===== config.mk =====
export PLATFORM = sky130hd
export DESIGN_NAME = light_level_averager_flat
export DESIGN_NICKNAME = d
export VERILOG_FILES = /design/src/design/llavg_pkg.sv /design/src/design/llavg_if.sv /design/src/design/light_level_averager.sv /design/src/design/llavg_regs.sv /design/src/design/llavg_div.sv /design/src/flat_wrapper.sv
export SDC_FILE = /design/constraint.sdc
export NUM_CORES = 1
export LEC_CHECK = 0
export ABC_CLOCK_PERIOD_IN_PS = 12100
export BUFFER_PORTS_ARGS = -buffer_cell sky130_fd_sc_hd__buf_4
export CAP_MARGIN = 10
export CORE_ASPECT_RATIO = 0.5
export CORE_MARGIN = 2
export CORE_UTILIZATION = 35
export DETAILED_ROUTE_END_ITERATION = 12
export SLEW_MARGIN = 10
export SYNTH_ARGS = -nofsm -noshare
export SYNTH_HDL_FRONTEND = slang
export SYNTH_SLANG_ARGS = --single-unit

===== constraint.sdc =====
create_clock -name clk -period 12.1 [get_ports clk]
set_input_delay 2.42 -clock clk [delete_from_list [all_inputs] [get_ports clk]]
set_output_delay 2.42 -clock clk [all_outputs]
set_load 0.05 [all_outputs]

===== src/design/llavg_pkg.sv =====
// Shared types, codes and constants for the light level averager.
// Used by the interfaces, the register block, the divider and the top level.
// Depends on nothing.
`timescale 1ns / 1ps

package llavg_pkg;

    localparam int DEPTH_DEF = 8;

    localparam int LUX_W    = 18;
    localparam int RAW_W    = 19;
    localparam int TIME_W   = 32;
    localparam int CNT_W    = 32;
    localparam int LEVEL_W  = 3;
    localparam int STATUS_W = 2;
    localparam int MODE_W   = 2;
    localparam int APB_AW   = 5;
    localparam int APB_DW   = 32;
    localparam int IDX_W    = APB_AW - 2;

    // Event codes carried in the mode field.
    localparam logic [MODE_W-1:0] MODE_SAMPLE = 2'd0;
    localparam logic [MODE_W-1:0] MODE_ERROR  = 2'd1;
    localparam logic [MODE_W-1:0] MODE_CHECK  = 2'd2;

    // Status codes.
    localparam logic [STATUS_W-1:0] STATUS_OK    = 2'd0;
    localparam logic [STATUS_W-1:0] STATUS_STALE = 2'd1;
    localparam logic [STATUS_W-1:0] STATUS_ERROR = 2'd2;

    // Light levels.
    localparam logic [LEVEL_W-1:0] LEVEL_DARK        = 3'd0;
    localparam logic [LEVEL_W-1:0] LEVEL_DIM         = 3'd1;
    localparam logic [LEVEL_W-1:0] LEVEL_NORMAL      = 3'd2;
    localparam logic [LEVEL_W-1:0] LEVEL_BRIGHT      = 3'd3;
    localparam logic [LEVEL_W-1:0] LEVEL_VERY_BRIGHT = 3'd4;

    // Register indexes (byte address divided by four).
    localparam logic [IDX_W-1:0] REG_TIMEOUT = 3'd0;
    localparam logic [IDX_W-1:0] REG_DARK    = 3'd1;
    localparam logic [IDX_W-1:0] REG_DIM     = 3'd2;
    localparam logic [IDX_W-1:0] REG_NORMAL  = 3'd3;
    localparam logic [IDX_W-1:0] REG_BRIGHT  = 3'd4;

    // Register reset values; the limits are 10, 100, 500 and 1000 lux in quarter lux.
    localparam logic [TIME_W-1:0] TIMEOUT_RST = 32'd1000;
    localparam logic [LUX_W-1:0]  DARK_RST    = 18'd40;
    localparam logic [LUX_W-1:0]  DIM_RST     = 18'd400;
    localparam logic [LUX_W-1:0]  NORMAL_RST  = 18'd2000;
    localparam logic [LUX_W-1:0]  BRIGHT_RST  = 18'd4000;

    typedef struct packed {
        logic [TIME_W-1:0] timeout;
        logic [LUX_W-1:0]  dark;
        logic [LUX_W-1:0]  dim;
        logic [LUX_W-1:0]  normal;
        logic [LUX_W-1:0]  bright;
    } cfg_t;

    typedef struct packed {
        logic busy;
        logic done;
    } div_stat_t;

    // The first limit that the average lies below decides the level.
    function automatic logic [LEVEL_W-1:0] classify(input logic [LUX_W-1:0] avg,
                                                    input cfg_t cfg);
        logic [LEVEL_W-1:0] lvl;
        if (avg < cfg.dark)
        begin
            lvl = LEVEL_DARK;
        end
        else if (avg < cfg.dim)
        begin
            lvl = LEVEL_DIM;
        end
        else if (avg < cfg.normal)
        begin
            lvl = LEVEL_NORMAL;
        end
        else if (avg < cfg.bright)
        begin
            lvl = LEVEL_BRIGHT;
        end
        else
        begin
            lvl = LEVEL_VERY_BRIGHT;
        end
        return lvl;
    endfunction

endpackage


===== src/design/llavg_if.sv =====
// Valid/ready channel interfaces for the event input and the result output.
// Depends on llavg_pkg for field widths.
`timescale 1ns / 1ps

interface llavg_in_if;
    logic                              valid;
    logic                              ready;
    logic [llavg_pkg::MODE_W-1:0]      mode;
    logic signed [llavg_pkg::RAW_W-1:0] lux;
    logic [llavg_pkg::TIME_W-1:0]      now_ms;

    modport source (output valid, output mode, output lux, output now_ms, input ready);
    modport sink   (input valid, input mode, input lux, input now_ms, output ready);
endinterface

interface llavg_out_if;
    logic                           valid;
    logic                           ready;
    logic                           accepted;
    logic [llavg_pkg::LUX_W-1:0]    last_lux;
    logic [llavg_pkg::LUX_W-1:0]    mean_lux;
    logic [llavg_pkg::LEVEL_W-1:0]  level;
    logic [llavg_pkg::STATUS_W-1:0] status;
    logic [llavg_pkg::CNT_W-1:0]    good_reads;
    logic [llavg_pkg::CNT_W-1:0]    bad_reads;
    logic                           have_sample;

    modport source (output valid, output accepted, output last_lux, output mean_lux,
                    output level, output status, output good_reads, output bad_reads,
                    output have_sample, input ready);
    modport sink   (input valid, input accepted, input last_lux, input mean_lux,
                    input level, input status, input good_reads, input bad_reads,
                    input have_sample, output ready);
endinterface


===== src/design/light_level_averager.sv =====
// Top level of the light level averager: event sequencer, sample window and result register.
// Depends on llavg_pkg, llavg_if, llavg_regs and llavg_div.
//
//   channel | dir | handshake        | beat
//   --------+-----+------------------+---------------------------------------------
//   req     | in  | valid / ready    | mode, lux, now_ms (one event)
//   rsp     | out | valid / ready    | accepted, last_lux, mean_lux, level,
//           |     |                  | status, good_reads, bad_reads, have_sample
//   apb     | in  | psel / penable   | five configuration registers at 4*i
//
// A valid sample passes from its input beat through the read, divide and classify
// states to the result register; the restoring divider yields one quotient bit per
// cycle. Error events, status checks, rejected samples and the unused code go from
// idle straight to the result state. One event is in flight at a time; req.ready is
// high only while the sequencer is idle, and the result register lets the next event
// in while an earlier result still waits on rsp.ready. Reset is asynchronous and
// active low; the window memory needs no clearing pass, since only entries already
// written ever enter the sum.
`timescale 1ns / 1ps

module light_level_averager #(
    parameter int DEPTH = llavg_pkg::DEPTH_DEF
) (
    input  logic                          clk,
    input  logic                          rst_n,
    input  logic                          psel,
    input  logic                          penable,
    input  logic                          pwrite,
    input  logic [llavg_pkg::APB_AW-1:0]  paddr,
    input  logic [llavg_pkg::APB_DW-1:0]  pwdata,
    output logic [llavg_pkg::APB_DW-1:0]  prdata,
    output logic                          pready,
    llavg_in_if.sink                      req,
    llavg_out_if.source                   rsp
);

    localparam int LUX_W  = llavg_pkg::LUX_W;
    localparam int SLOT_W = (DEPTH > 1) ? $clog2(DEPTH) : 1;
    localparam int FILL_W = $clog2(DEPTH + 1);
    // The window sum can never exceed DEPTH full-scale samples.
    localparam int SUM_W  = LUX_W + $clog2(DEPTH);

    typedef enum logic [2:0] {
        ST_IDLE,
        ST_READ,
        ST_DIV,
        ST_CLASS,
        ST_RESULT
    } state_t;

    state_t                          state_reg;

    // Architectural state.
    logic [SLOT_W-1:0]               slot_reg;
    logic [FILL_W-1:0]               filled_reg;
    logic [SUM_W-1:0]                sum_reg;
    logic [LUX_W-1:0]                last_sample_reg;
    logic [LUX_W-1:0]                mean_reg;
    logic [llavg_pkg::LEVEL_W-1:0]   class_reg;
    logic [llavg_pkg::STATUS_W-1:0]  health_reg;
    logic [llavg_pkg::TIME_W-1:0]    last_time_reg;
    logic [llavg_pkg::CNT_W-1:0]     ok_reg;
    logic [llavg_pkg::CNT_W-1:0]     fail_reg;
    logic                            seen_reg;

    // The event in flight.
    logic [LUX_W-1:0]                sample_reg;
    logic [llavg_pkg::TIME_W-1:0]    now_reg;
    logic                            accepted_reg;

    // Window memory and its registered read port.
    logic [LUX_W-1:0]                window_mem [DEPTH];
    logic [LUX_W-1:0]                old_reg;

    // Result register.
    logic                            out_valid_reg;
    logic                            res_accepted_reg;
    logic [LUX_W-1:0]                res_latest_reg;
    logic [LUX_W-1:0]                res_average_reg;
    logic [llavg_pkg::LEVEL_W-1:0]   res_level_reg;
    logic [llavg_pkg::STATUS_W-1:0]  res_status_reg;
    logic [llavg_pkg::CNT_W-1:0]     res_good_reg;
    logic [llavg_pkg::CNT_W-1:0]     res_bad_reg;
    logic                            res_have_reg;

    logic                            in_acc;
    logic                            good_sample;
    logic                            res_load;
    logic                            full;
    logic [SUM_W-1:0]                sum_next;
    logic [FILL_W-1:0]               filled_next;
    logic [SLOT_W-1:0]               slot_next;
    logic [llavg_pkg::TIME_W-1:0]    elapsed;
    logic                            div_start;
    logic [SUM_W-1:0]                quotient;
    llavg_pkg::div_stat_t            div_stat;
    llavg_pkg::cfg_t                 cfg;

    llavg_regs u_regs (
        .clk     (clk),
        .rst_n   (rst_n),
        .psel    (psel),
        .penable (penable),
        .pwrite  (pwrite),
        .paddr   (paddr),
        .pwdata  (pwdata),
        .prdata  (prdata),
        .pready  (pready),
        .cfg     (cfg)
    );

    llavg_div #(
        .DVD_W (SUM_W),
        .DVS_W (FILL_W)
    ) u_div (
        .clk      (clk),
        .rst_n    (rst_n),
        .start    (div_start),
        .dividend (sum_next),
        .divisor  (filled_next),
        .quotient (quotient),
        .stat     (div_stat)
    );

    assign req.ready = (state_reg == ST_IDLE);
    assign in_acc    = req.valid & req.ready;

    // A sample event with a non-negative value goes into the window.
    assign good_sample = (req.mode == llavg_pkg::MODE_SAMPLE) && !req.lux[llavg_pkg::RAW_W-1];

    // The result register loads once it is empty or being drained.
    assign res_load = (state_reg == ST_RESULT) && (!out_valid_reg || rsp.ready);

    // Once the ring is full the entry being overwritten leaves the sum.
    assign full        = (filled_reg == FILL_W'(DEPTH));
    assign sum_next    = sum_reg + SUM_W'(sample_reg) - (full ? SUM_W'(old_reg) : '0);
    assign filled_next = full ? filled_reg : filled_reg + 1'b1;
    assign slot_next   = (slot_reg == SLOT_W'(DEPTH - 1)) ? '0 : slot_reg + 1'b1;
    assign div_start   = (state_reg == ST_READ);

    // Wrapping time since the last accepted sample.
    assign elapsed = req.now_ms - last_time_reg;

    assign rsp.valid       = out_valid_reg;
    assign rsp.accepted    = res_accepted_reg;
    assign rsp.last_lux    = res_latest_reg;
    assign rsp.mean_lux    = res_average_reg;
    assign rsp.level       = res_level_reg;
    assign rsp.status      = res_status_reg;
    assign rsp.good_reads  = res_good_reg;
    assign rsp.bad_reads   = res_bad_reg;
    assign rsp.have_sample = res_have_reg;

    // The old entry is read when the event is taken and overwritten in the following cycle, in ST_READ.
    always_ff @(posedge clk)
    begin
        if (in_acc)
        begin
            old_reg <= window_mem[slot_reg];
        end
        if (state_reg == ST_READ)
        begin
            window_mem[slot_reg] <= sample_reg;
        end
    end

    always_ff @(posedge clk or negedge rst_n)
    begin
        if (!rst_n)
        begin
            state_reg        <= ST_IDLE;
            slot_reg         <= '0;
            filled_reg       <= '0;
            sum_reg          <= '0;
            last_sample_reg  <= '0;
            mean_reg         <= '0;
            class_reg        <= llavg_pkg::LEVEL_DARK;
            health_reg       <= llavg_pkg::STATUS_STALE;
            last_time_reg    <= '0;
            ok_reg           <= '0;
            fail_reg         <= '0;
            seen_reg         <= 1'b0;
            sample_reg       <= '0;
            now_reg          <= '0;
            accepted_reg     <= 1'b0;
            out_valid_reg    <= 1'b0;
            res_accepted_reg <= 1'b0;
            res_latest_reg   <= '0;
            res_average_reg  <= '0;
            res_level_reg    <= llavg_pkg::LEVEL_DARK;
            res_status_reg   <= llavg_pkg::STATUS_OK;
            res_good_reg     <= '0;
            res_bad_reg      <= '0;
            res_have_reg     <= 1'b0;
        end
        else
        begin
            if (res_load)
            begin
                out_valid_reg <= 1'b1;
            end
            else if (rsp.ready)
            begin
                out_valid_reg <= 1'b0;
            end

            case (state_reg)
                ST_IDLE:
                begin
                    if (in_acc)
                    begin
                        accepted_reg <= good_sample;
                        state_reg    <= good_sample ? ST_READ : ST_RESULT;
                        case (req.mode)
                            llavg_pkg::MODE_SAMPLE:
                            begin
                                // A negative sample is dropped with no state change.
                                if (good_sample)
                                begin
                                    sample_reg <= req.lux[LUX_W-1:0];
                                    now_reg    <= req.now_ms;
                                end
                            end
                            llavg_pkg::MODE_ERROR:
                            begin
                                fail_reg   <= fail_reg + 1'b1;
                                health_reg <= llavg_pkg::STATUS_ERROR;
                            end
                            llavg_pkg::MODE_CHECK:
                            begin
                                // Within the timeout the status is left alone, so an error stays.
                                if (seen_reg && (elapsed > cfg.timeout))
                                begin
                                    health_reg <= llavg_pkg::STATUS_STALE;
                                end
                            end
                            default: ;
                        endcase
                    end
                end

                ST_READ:
                begin
                    sum_reg         <= sum_next;
                    filled_reg      <= filled_next;
                    slot_reg        <= slot_next;
                    last_sample_reg <= sample_reg;
                    health_reg      <= llavg_pkg::STATUS_OK;
                    last_time_reg   <= now_reg;
                    ok_reg          <= ok_reg + 1'b1;
                    seen_reg        <= 1'b1;
                    state_reg       <= ST_DIV;
                end

                ST_DIV:
                begin
                    if (div_stat.done)
                    begin
                        mean_reg  <= quotient[LUX_W-1:0];
                        state_reg <= ST_CLASS;
                    end
                end

                ST_CLASS:
                begin
                    class_reg <= llavg_pkg::classify(mean_reg, cfg);
                    state_reg <= ST_RESULT;
                end

                ST_RESULT:
                begin
                    if (res_load)
                    begin
                        res_accepted_reg <= accepted_reg;
                        res_latest_reg   <= last_sample_reg;
                        res_average_reg  <= mean_reg;
                        res_level_reg    <= class_reg;
                        res_status_reg   <= health_reg;
                        res_good_reg     <= ok_reg;
                        res_bad_reg      <= fail_reg;
                        res_have_reg     <= seen_reg;
                        state_reg        <= ST_IDLE;
                    end
                end

                default:
                begin
                    state_reg <= ST_IDLE;
                end
            endcase
        end
    end

`ifndef ASSERT_OFF
    a_fill_bound: assert property (@(posedge clk) disable iff (!rst_n)
        filled_reg <= FILL_W'(DEPTH))
        else $error("window fill count exceeds the depth");

    a_div_free: assert property (@(posedge clk) disable iff (!rst_n)
        div_start |-> !div_stat.busy)
        else $error("divider started while still busy");

    a_one_in_flight: assert property (@(posedge clk) disable iff (!rst_n)
        in_acc |=> !req.ready)
        else $error("second event taken while one is in flight");

    a_taken_has_sample: assert property (@(posedge clk) disable iff (!rst_n)
        (rsp.valid && rsp.accepted) |-> rsp.have_sample)
        else $error("taken sample reported without have_sample");
`endif

endmodule


===== src/design/llavg_regs.sv =====
// APB configuration registers: stale timeout and the four level limits.
// Depends on llavg_pkg.
`timescale 1ns / 1ps

module llavg_regs (
    input  logic                           clk,
    input  logic                           rst_n,
    input  logic                           psel,
    input  logic                           penable,
    input  logic                           pwrite,
    input  logic [llavg_pkg::APB_AW-1:0]   paddr,
    input  logic [llavg_pkg::APB_DW-1:0]   pwdata,
    output logic [llavg_pkg::APB_DW-1:0]   prdata,
    output logic                           pready,
    output llavg_pkg::cfg_t                cfg
);

    llavg_pkg::cfg_t                  cfg_reg;
    logic [llavg_pkg::IDX_W-1:0]      idx;
    logic                             wr_en;

    assign idx    = paddr[llavg_pkg::APB_AW-1:2];
    assign pready = 1'b1;
    assign wr_en  = psel & penable & pwrite & pready;
    assign cfg    = cfg_reg;

    always_ff @(posedge clk or negedge rst_n)
    begin
        if (!rst_n)
        begin
            cfg_reg.timeout <= llavg_pkg::TIMEOUT_RST;
            cfg_reg.dark    <= llavg_pkg::DARK_RST;
            cfg_reg.dim     <= llavg_pkg::DIM_RST;
            cfg_reg.normal  <= llavg_pkg::NORMAL_RST;
            cfg_reg.bright  <= llavg_pkg::BRIGHT_RST;
        end
        else if (wr_en)
        begin
            case (idx)
                llavg_pkg::REG_TIMEOUT: cfg_reg.timeout <= pwdata;
                llavg_pkg::REG_DARK:    cfg_reg.dark    <= pwdata[llavg_pkg::LUX_W-1:0];
                llavg_pkg::REG_DIM:     cfg_reg.dim     <= pwdata[llavg_pkg::LUX_W-1:0];
                llavg_pkg::REG_NORMAL:  cfg_reg.normal  <= pwdata[llavg_pkg::LUX_W-1:0];
                llavg_pkg::REG_BRIGHT:  cfg_reg.bright  <= pwdata[llavg_pkg::LUX_W-1:0];
                default: ;
            endcase
        end
    end

    always_comb
    begin
        case (idx)
            llavg_pkg::REG_TIMEOUT: prdata = cfg_reg.timeout;
            llavg_pkg::REG_DARK:    prdata = llavg_pkg::APB_DW'(cfg_reg.dark);
            llavg_pkg::REG_DIM:     prdata = llavg_pkg::APB_DW'(cfg_reg.dim);
            llavg_pkg::REG_NORMAL:  prdata = llavg_pkg::APB_DW'(cfg_reg.normal);
            llavg_pkg::REG_BRIGHT:  prdata = llavg_pkg::APB_DW'(cfg_reg.bright);
            default:                prdata = '0;
        endcase
    end

endmodule


===== src/design/llavg_div.sv =====
// Restoring divider, one quotient bit per cycle, for the window average.
// Depends on llavg_pkg for the status struct.
`timescale 1ns / 1ps

module llavg_div #(
    parameter int DVD_W = 21,
    parameter int DVS_W = 4
) (
    input  logic                  clk,
    input  logic                  rst_n,
    input  logic                  start,
    input  logic [DVD_W-1:0]      dividend,
    input  logic [DVS_W-1:0]      divisor,
    output logic [DVD_W-1:0]      quotient,
    output llavg_pkg::div_stat_t  stat
);

    localparam int CW = $clog2(DVD_W + 1);

    logic [DVD_W-1:0] dvd_reg;
    logic [DVS_W-1:0] dvs_reg;
    logic [DVS_W-1:0] rem_reg;
    logic [CW-1:0]    cnt_reg;
    logic             busy_reg;
    logic             done_reg;

    logic [DVS_W:0]   trial;
    logic [DVS_W:0]   diff;
    logic             fits;

    // Partial remainder shifted left by one with the next dividend bit.
    assign trial = {rem_reg, dvd_reg[DVD_W-1]};
    assign diff  = trial - {1'b0, dvs_reg};
    assign fits  = trial >= {1'b0, dvs_reg};

    assign quotient  = dvd_reg;
    assign stat.busy = busy_reg;
    assign stat.done = done_reg;

    always_ff @(posedge clk or negedge rst_n)
    begin
        if (!rst_n)
        begin
            dvd_reg  <= '0;
            dvs_reg  <= '0;
            rem_reg  <= '0;
            cnt_reg  <= '0;
            busy_reg <= 1'b0;
            done_reg <= 1'b0;
        end
        else
        begin
            // Done pulses for one cycle after the last quotient bit.
            done_reg <= !start && busy_reg && (cnt_reg == CW'(1));
            if (start)
            begin
                dvd_reg  <= dividend;
                dvs_reg  <= divisor;
                rem_reg  <= '0;
                cnt_reg  <= CW'(DVD_W);
                busy_reg <= 1'b1;
            end
            else if (busy_reg)
            begin
                // Quotient bits fill the dividend register from the bottom.
                dvd_reg <= {dvd_reg[DVD_W-2:0], fits};
                rem_reg <= fits ? diff[DVS_W-1:0] : trial[DVS_W-1:0];
                cnt_reg <= cnt_reg - 1'b1;
                if (cnt_reg == CW'(1))
                begin
                    busy_reg <= 1'b0;
                end
            end
        end
    end

endmodule


===== src/flat_wrapper.sv =====
// flat-port wrapper written by rule: the top's interface ports become plain ports
module light_level_averager_flat 
#(
    parameter int DEPTH = llavg_pkg::DEPTH_DEF
)
  (clk, rst_n, psel, penable, pwrite, paddr, pwdata, prdata, pready, req_valid, req_mode, req_lux, req_now_ms, req_ready, rsp_valid, rsp_accepted, rsp_last_lux, rsp_mean_lux, rsp_level, rsp_status, rsp_good_reads, rsp_bad_reads, rsp_have_sample, rsp_ready);
  llavg_in_if req_i ();
  llavg_out_if rsp_i ();
  input  logic clk;
  input  logic rst_n;
  input  logic psel;
  input  logic penable;
  input  logic pwrite;
  input  logic [llavg_pkg::APB_AW-1:0] paddr;
  input  logic [llavg_pkg::APB_DW-1:0] pwdata;
  output logic [llavg_pkg::APB_DW-1:0] prdata;
  output logic pready;
  input wire logic [$bits(req_i.valid)-1:0] req_valid;
  input wire logic [$bits(req_i.mode)-1:0] req_mode;
  input wire logic [$bits(req_i.lux)-1:0] req_lux;
  input wire logic [$bits(req_i.now_ms)-1:0] req_now_ms;
  output wire logic [$bits(req_i.ready)-1:0] req_ready;
  output wire logic [$bits(rsp_i.valid)-1:0] rsp_valid;
  output wire logic [$bits(rsp_i.accepted)-1:0] rsp_accepted;
  output wire logic [$bits(rsp_i.last_lux)-1:0] rsp_last_lux;
  output wire logic [$bits(rsp_i.mean_lux)-1:0] rsp_mean_lux;
  output wire logic [$bits(rsp_i.level)-1:0] rsp_level;
  output wire logic [$bits(rsp_i.status)-1:0] rsp_status;
  output wire logic [$bits(rsp_i.good_reads)-1:0] rsp_good_reads;
  output wire logic [$bits(rsp_i.bad_reads)-1:0] rsp_bad_reads;
  output wire logic [$bits(rsp_i.have_sample)-1:0] rsp_have_sample;
  input wire logic [$bits(rsp_i.ready)-1:0] rsp_ready;
  assign req_i.valid = req_valid;
  assign req_i.mode = req_mode;
  assign req_i.lux = req_lux;
  assign req_i.now_ms = req_now_ms;
  assign req_ready = req_i.ready;
  assign rsp_valid = rsp_i.valid;
  assign rsp_accepted = rsp_i.accepted;
  assign rsp_last_lux = rsp_i.last_lux;
  assign rsp_mean_lux = rsp_i.mean_lux;
  assign rsp_level = rsp_i.level;
  assign rsp_status = rsp_i.status;
  assign rsp_good_reads = rsp_i.good_reads;
  assign rsp_bad_reads = rsp_i.bad_reads;
  assign rsp_have_sample = rsp_i.have_sample;
  assign rsp_i.ready = rsp_ready;
  light_level_averager #(.DEPTH(DEPTH)) u_core (.clk(clk), .rst_n(rst_n), .psel(psel), .penable(penable), .pwrite(pwrite), .paddr(paddr), .pwdata(pwdata), .prdata(prdata), .pready(pready), .req(req_i), .rsp(rsp_i));
endmodule

==> impl_metrics.toml, run 1 <==
[critical_path]
path_common_cell = "buf_4"
slowest_delay_ps = 970
path_class = "in2out"
cp-end-kind = "output port"
cp_data_required_time_ps = 9680
cp_max_fo = 43
critPathLaunchType = "input pin"
ff2ff_path_depth = 18
arrival_ps = 4690
path_cells = "buf_4 > nor2b_2 > a22oi_1 > o22ai_1 > buf_4"
crit_slowest_cell = "nor2b_2"

[job]
drv_cap = 0

[cts]
cts_max_path_buffers = 3
h-tree-depth = 2
cts_made_buffers = 61
clock_latency_ps = 650
root_buffer = "clkbuf_16"
cts_tree = "built"
cts_resized = 0
postCtsSetupBuffers = 0
hold_buffers = 0
clk_pin_slew_ps = 60
clkSinkCount = 626

[synth]
synth.area.top_cells = "dfrtp_1, edfxtp_1, mux2_2"
synth_most_common_cell = "dfrtp_1"
ys_seq_area_frac = 0.5461
avgSynthCellArea_sq_um = 11.42
syn-cell-area_sq_um = 30220
yosys-top-cells-count = "dfrtp_1, nand2_1, inv_1"
synth_top_area_share = 0.3643
ys_types = 77
yosysTopAreaCell = "dfrtp_1"
synth_edf_count = 162
netlist_instances = 2646
ys_ff_latch = 626
ys_warn_count = 0
synthArstFlopShare = 0.7412
synth_ff_type = "dfrtp_1"
syn_nets = 2930

[hold_path]
worstHoldPathCells = 2
hp-class = "reg2reg"

[finish]
instances_no_fill = 4081
fin_util = 0.4129
largest_reg_flops = 144
drive_above_1_share = 0.2118
nets = 3140
syn_to_final_growth_pct = 17.18

[placed_design]
dp_hpwl_um = 49700
io_buffers = 235
place_inst = 3963
gp_congestion = 0.8423

[timing]
tns_ps = 0
slew_headroom = 0.1933
max_freq_mhz = 140.6
slew_violations = 0
worstMarginPinSlew_ps = 1209
rsz0062_at_grt = "false"
period_share = 0.5876
setup_viol = 0
skew_ps = 22.21
min_period_ps = 7110
hold_slack_ps = 472.0
hold_viol_final = 0

[pwr]
p_seq_frac = 0.379
p_leak_nw = 15.59
swShare = 0.3758
irDropWorstVdd_mv = 0.1387
combPwrFrac = 0.380
p_int_mw = 5.032
switching_power_mw = 3.030
power.density_nw_per_um2 = 227.6
pwr-share-clk = 0.240

[route]
wl_um = 73130
wl_per_cell_um = 17.92
drt_iter0_markers = 1385
firstDrtPassIters = 5
vias_per_cell = 5.012
drc_errors = 0
vias = 20450
drtAntennaViolNets = 0

[floorplan]
core_area_sq_um = 85770
ioPinCount = 239
die_w_um = 419.6
std_cell_rows = 76
initial_utilization = 0.3524
fp.dieH_um = 211.8
die_area_sq_um = 88860

[run_status]
outcome = "complete, no violations"

[global_route]
grt_overflow = 0
grt_pass1_vias = 20460
grt_max_degree = 170
grt_antenna_before_repair = 4
grt_first_pass_wirelength_um = 114900
grt_usage = 0.1631
==> metrics by stage <==
step,worst slack (ps),total power [mW],instance area (sq um)
final,4990,8.062,35420
after global routing,4936,8.635,35420
after floorplan,5353,5.232,30220
after global placement,5100,6.078,33340
after CTS,5056,8.137,35410
after detailed placement,5070,6.161,33340
==> cell type report <==
cell class	count	area, sq um
clock inverters	24	217.7
repair buffers	252	1924
flip-flops and latches	626	16510
fillers	8239	50360
diodes	3	7.507
well taps	1170	1464
multi-input cells	1678	12560
inverters	237	889.6
clock buffers	91	1851
==> routing by layer <==
metal	GRT usage	vias to the layer above	share of wire
met3	0.01934	104	0.038
met5	0	-	0
met1	0.2189	10180	0.45
li1	-	9799	-
met4	0.04577	0	0.024
met2	0.2787	371	0.49
==> final timing paths <==
check | startpoint | endpoint | slack, ps
worst max-delay path | paddr[2] | prdata[14] | 4990
worst min-delay path | u_core.now_reg[31]$_DFFE_PN0P_ | u_core.last_time_reg[31]$_DFFE_PN0P_ | 470
worst max register to register | u_core.last_time_reg[1]$_DFFE_PN0P_ | u_core.health_reg[1]$_DFFE_PN0P_ | 7380
worst min register to register | u_core.now_reg[31]$_DFFE_PN0P_ | u_core.last_time_reg[31]$_DFFE_PN0P_ | 470
max in group asynchronous | rst_n | u_core.fail_reg[31]$_DFFE_PN0P_ | 8940
min in group asynchronous | rst_n | u_core.sample_reg[8]$_DFFE_PN0P_ | 1730
==> kinds of logic after synthesis <==
family	share of synthesized area
other	0.0001241
xor gates and xnor gates	0.03184
adders and majority gates	0.08238
AOI/OAI and AO/OA	0.1174
and+or+nand+nor	0.09754
muxes	0.08172
DFF	0.5461
buffers and inverters	0.04289
==> power by group through the flow <==
stage | logic (mW) | clock network [mW] | registers [mW]
floorplan | 2.07 | 0 | 3.16
global placement | 3.00 | 0 | 3.08
detailed placement | 3.07 | 0 | 3.10
CTS | 3.09 | 1.99 | 3.06
global route | 3.45 | 2.07 | 3.12
finish | 3.07 | 1.94 | 3.06
==> worst max-delay path: cells and delay by family <==
| family | cells | cell delay [ps] |
|---|---|---|
| buffers and inverters | 2 | 650 |
| and+or+nand+nor | 1 | 970 |
| AOI/OAI and AO/OA | 2 | 610 |
==> layout by cell type (no fill, tap or decap), types with 76 or more instances in the layout <==
| master | netlist | routed |
|---|---|---|
| ha_1 | 167 | 167 |
| o21ai_0 | 219 | 219 |
| xnor2_1 | 76 | 76 |
| mux2_2 | 198 | 198 |
| edfxtp_1 | 162 | 162 |
| buf_4 | 1 | 249 |
| a22oi_1 | 108 | 108 |
| dfrtp_1 | 440 | 440 |
| inv_1 | 237 | 237 |
| nand2_1 | 257 | 255 |
No activity file was read; power rests on OpenSTA's default activity.
==> run 2: changes to the inputs <==
--- a/config.mk
+++ b/config.mk
@@ -5,7 +5,7 @@
 export SDC_FILE = /design/constraint.sdc
 export NUM_CORES = 1
 export LEC_CHECK = 0
-export ABC_CLOCK_PERIOD_IN_PS = 12100
+export ABC_CLOCK_PERIOD_IN_PS = 6600
 export BUFFER_PORTS_ARGS = -buffer_cell sky130_fd_sc_hd__buf_4
 export CAP_MARGIN = 10
 export CORE_ASPECT_RATIO = 0.5
==> constraint.sdc (replaced) <==
create_clock -name clk -period 6.6 [get_ports clk]
set_input_delay 1.32 -clock clk [delete_from_list [all_inputs] [get_ports clk]]
set_output_delay 1.32 -clock clk [all_outputs]
set_load 0.05 [all_outputs]
==> impl_metrics.toml, run 2 (synthesis results as in run 1) <==
[critical_path]
slowest_delay_ps = 580
path_cells = "buf_4 > inv_1 > ha_1 > inv_1 > fa_1 > a21oi_1 > o21ai_0 > a311oi_2 > o21a_1 > o31a_1 > a21oi_1 > nand3_1 > o211ai_1 > ha_1 > a21oi_1 > nor2b_1 > o21ai_0 > o21ai_0 > o21a_1 > o41ai_1 > o211a_1"
crit_slowest_cell = "o41ai_1"
critPathLaunchType = "input pin"
cp-end-kind = "register"
path_class = "in2reg"
cp_max_fo = 4
arrival_ps = 5690
cp_data_required_time_ps = 7170

[route]
maxUsedRoutingLayer = "met4"
wl_per_cell_um = 18.00
met1Wirelength_um = 32850
vias = 20350
drc_errors = 0
wl_um = 73510
drt_iter0_markers = 1563
drtAntennaViolNets = 0
route.met2.wl_um = 36220
firstDrtPassIters = 7
wl_met3_um = 2824
vias_per_cell = 4.984

[finish]
syn_to_final_growth_pct = 17.31
nets = 3144
multiInputGateArea_sq_um = 12560
seqCellArea_sq_um = 16510
fin_area_sq_um = 35450
largest_reg_flops = 144
mostFrequentLayoutCells = "dfrtp_1, nand2_1, buf_4"
final_common_cell = "dfrtp_1"
drive_above_1_share = 0.2107
fillCellCount = 8187

[timing]
slew_violations = 0
slew_headroom = 0.1966
hold_viol_final = 0
skew_ps = 32.39
rsz0062_at_grt = "false"
worstMarginPinSlew_ps = 1201
period_share = 0.7751
tns_ps = 0
setup_viol = 0
min_period_ps = 5115
max_freq_mhz = 195.5

[cts]
postCtsSetupBuffers = 0
root_buffer = "clkbuf_16"
hold_buffers = 0
cts_tree = "built"
clk_pin_slew_ps = 60
clock_latency_ps = 660
clkSinkCount = 626
cts_made_buffers = 60
cts_max_path_buffers = 3
h-tree-depth = 2
cts_resized = 0

[pwr]
finalPower_mw = 14.86
p_seq_frac = 0.377
p_int_mw = 9.287
irDropWorstVdd_mv = 0.2294
switching_power_mw = 5.575
power.density_nw_per_um2 = 419.2
p_leak_nw = 15.61
pwr-share-clk = 0.244
combPwrFrac = 0.379
swShare = 0.3751

[run_status]
outcome = "complete, no violations"

[floorplan]
fp.dieH_um = 211.8
die_w_um = 419.6
initial_utilization = 0.3524
std_cell_rows = 76
die_area_sq_um = 88860
core_area_sq_um = 85770
ioPinCount = 239

[hold_path]
hp-class = "reg2reg"

[placed_design]
io_buffers = 235
gp_congestion = 0.8379
placed_cell_area_sq_um = 33380
dp_hpwl_um = 50050

[global_route]
grt_overflow = 0
grt_max_degree = 152
grt_pass1_vias = 20020
grt_first_pass_wirelength_um = 114500
grt_usage = 0.1640
grt_antenna_before_repair = 4

[job]
drv_cap = 0
-- run 2: per-stage QoR --
step,std cells,hold WS [ps],setup slack (ps),utilization
floorplan,2646,433.1,1844,-
global placement,3968,440.1,875.6,0.3891
detailed placement,3968,456.1,865.4,0.3891
CTS,4080,468.1,1538,0.4133
global route,4083,497.0,1156,0.4134
finish,4083,467.5,1485,0.4134
-- run 2: worst paths after layout --
path | slack, ps | startpoint | endpoint | cells past startpoint
max | 1480 | req_now_ms[0] | u_core.health_reg[1]$_DFFE_PN0P_ | 21
min | 470 | u_core.now_reg[0]$_DFFE_PN0P_ | u_core.last_time_reg[0]$_DFFE_PN0P_ | 2
max reg2reg | 1940 | u_core.last_time_reg[4]$_DFFE_PN0P_ | u_core.health_reg[1]$_DFFE_PN0P_ | 18
min reg2reg | 470 | u_core.now_reg[0]$_DFFE_PN0P_ | u_core.last_time_reg[0]$_DFFE_PN0P_ | 2
max in group asynchronous | 4530 | rst_n | u_core.u_regs.cfg[67]$_DFFE_PN0P_ | 2
min in group asynchronous | 620 | rst_n | u_core.sample_reg[7]$_DFFE_PN0P_ | 1
-- run 2: cell type report --
| cell class | instances | area share |
|---|---|---|
| clock inverters | 26 | 0.01041 |
| repair buffers | 257 | 0.05534 |
| clock buffers | 86 | 0.04796 |
| well taps | 1170 | 0.04129 |
| multi-input cells | 1678 | 0.3541 |
| inverters | 237 | 0.02509 |
| flip-flops and latches | 626 | 0.4656 |
| diodes | 3 | 0.0002117 |
-- run 2: metal layers --
metal,vias up,track usage
li1,9791,-
met3,96,0.02109
met2,354,0.2760
met4,0,0.04639
met5,-,0
met1,10110,0.2222
-- run 2: power groups by stage --
stage	Sequential, mW	Combinational [mW]	Clock, mW
floorplan	5.80	3.79	0
global placement	5.64	5.52	0
detailed placement	5.67	5.64	0
CTS	5.60	5.68	3.71
global route	5.71	6.33	3.86
finish	5.61	5.64	3.62
-- run 2: critical path: cells and delay by family --
kind	cells	cell delay (ps)
AOI/OAI and AO/OA	13	3060
adders and majority gates	3	890
buffers and inverters	3	250
and+or+nand+nor	2	150
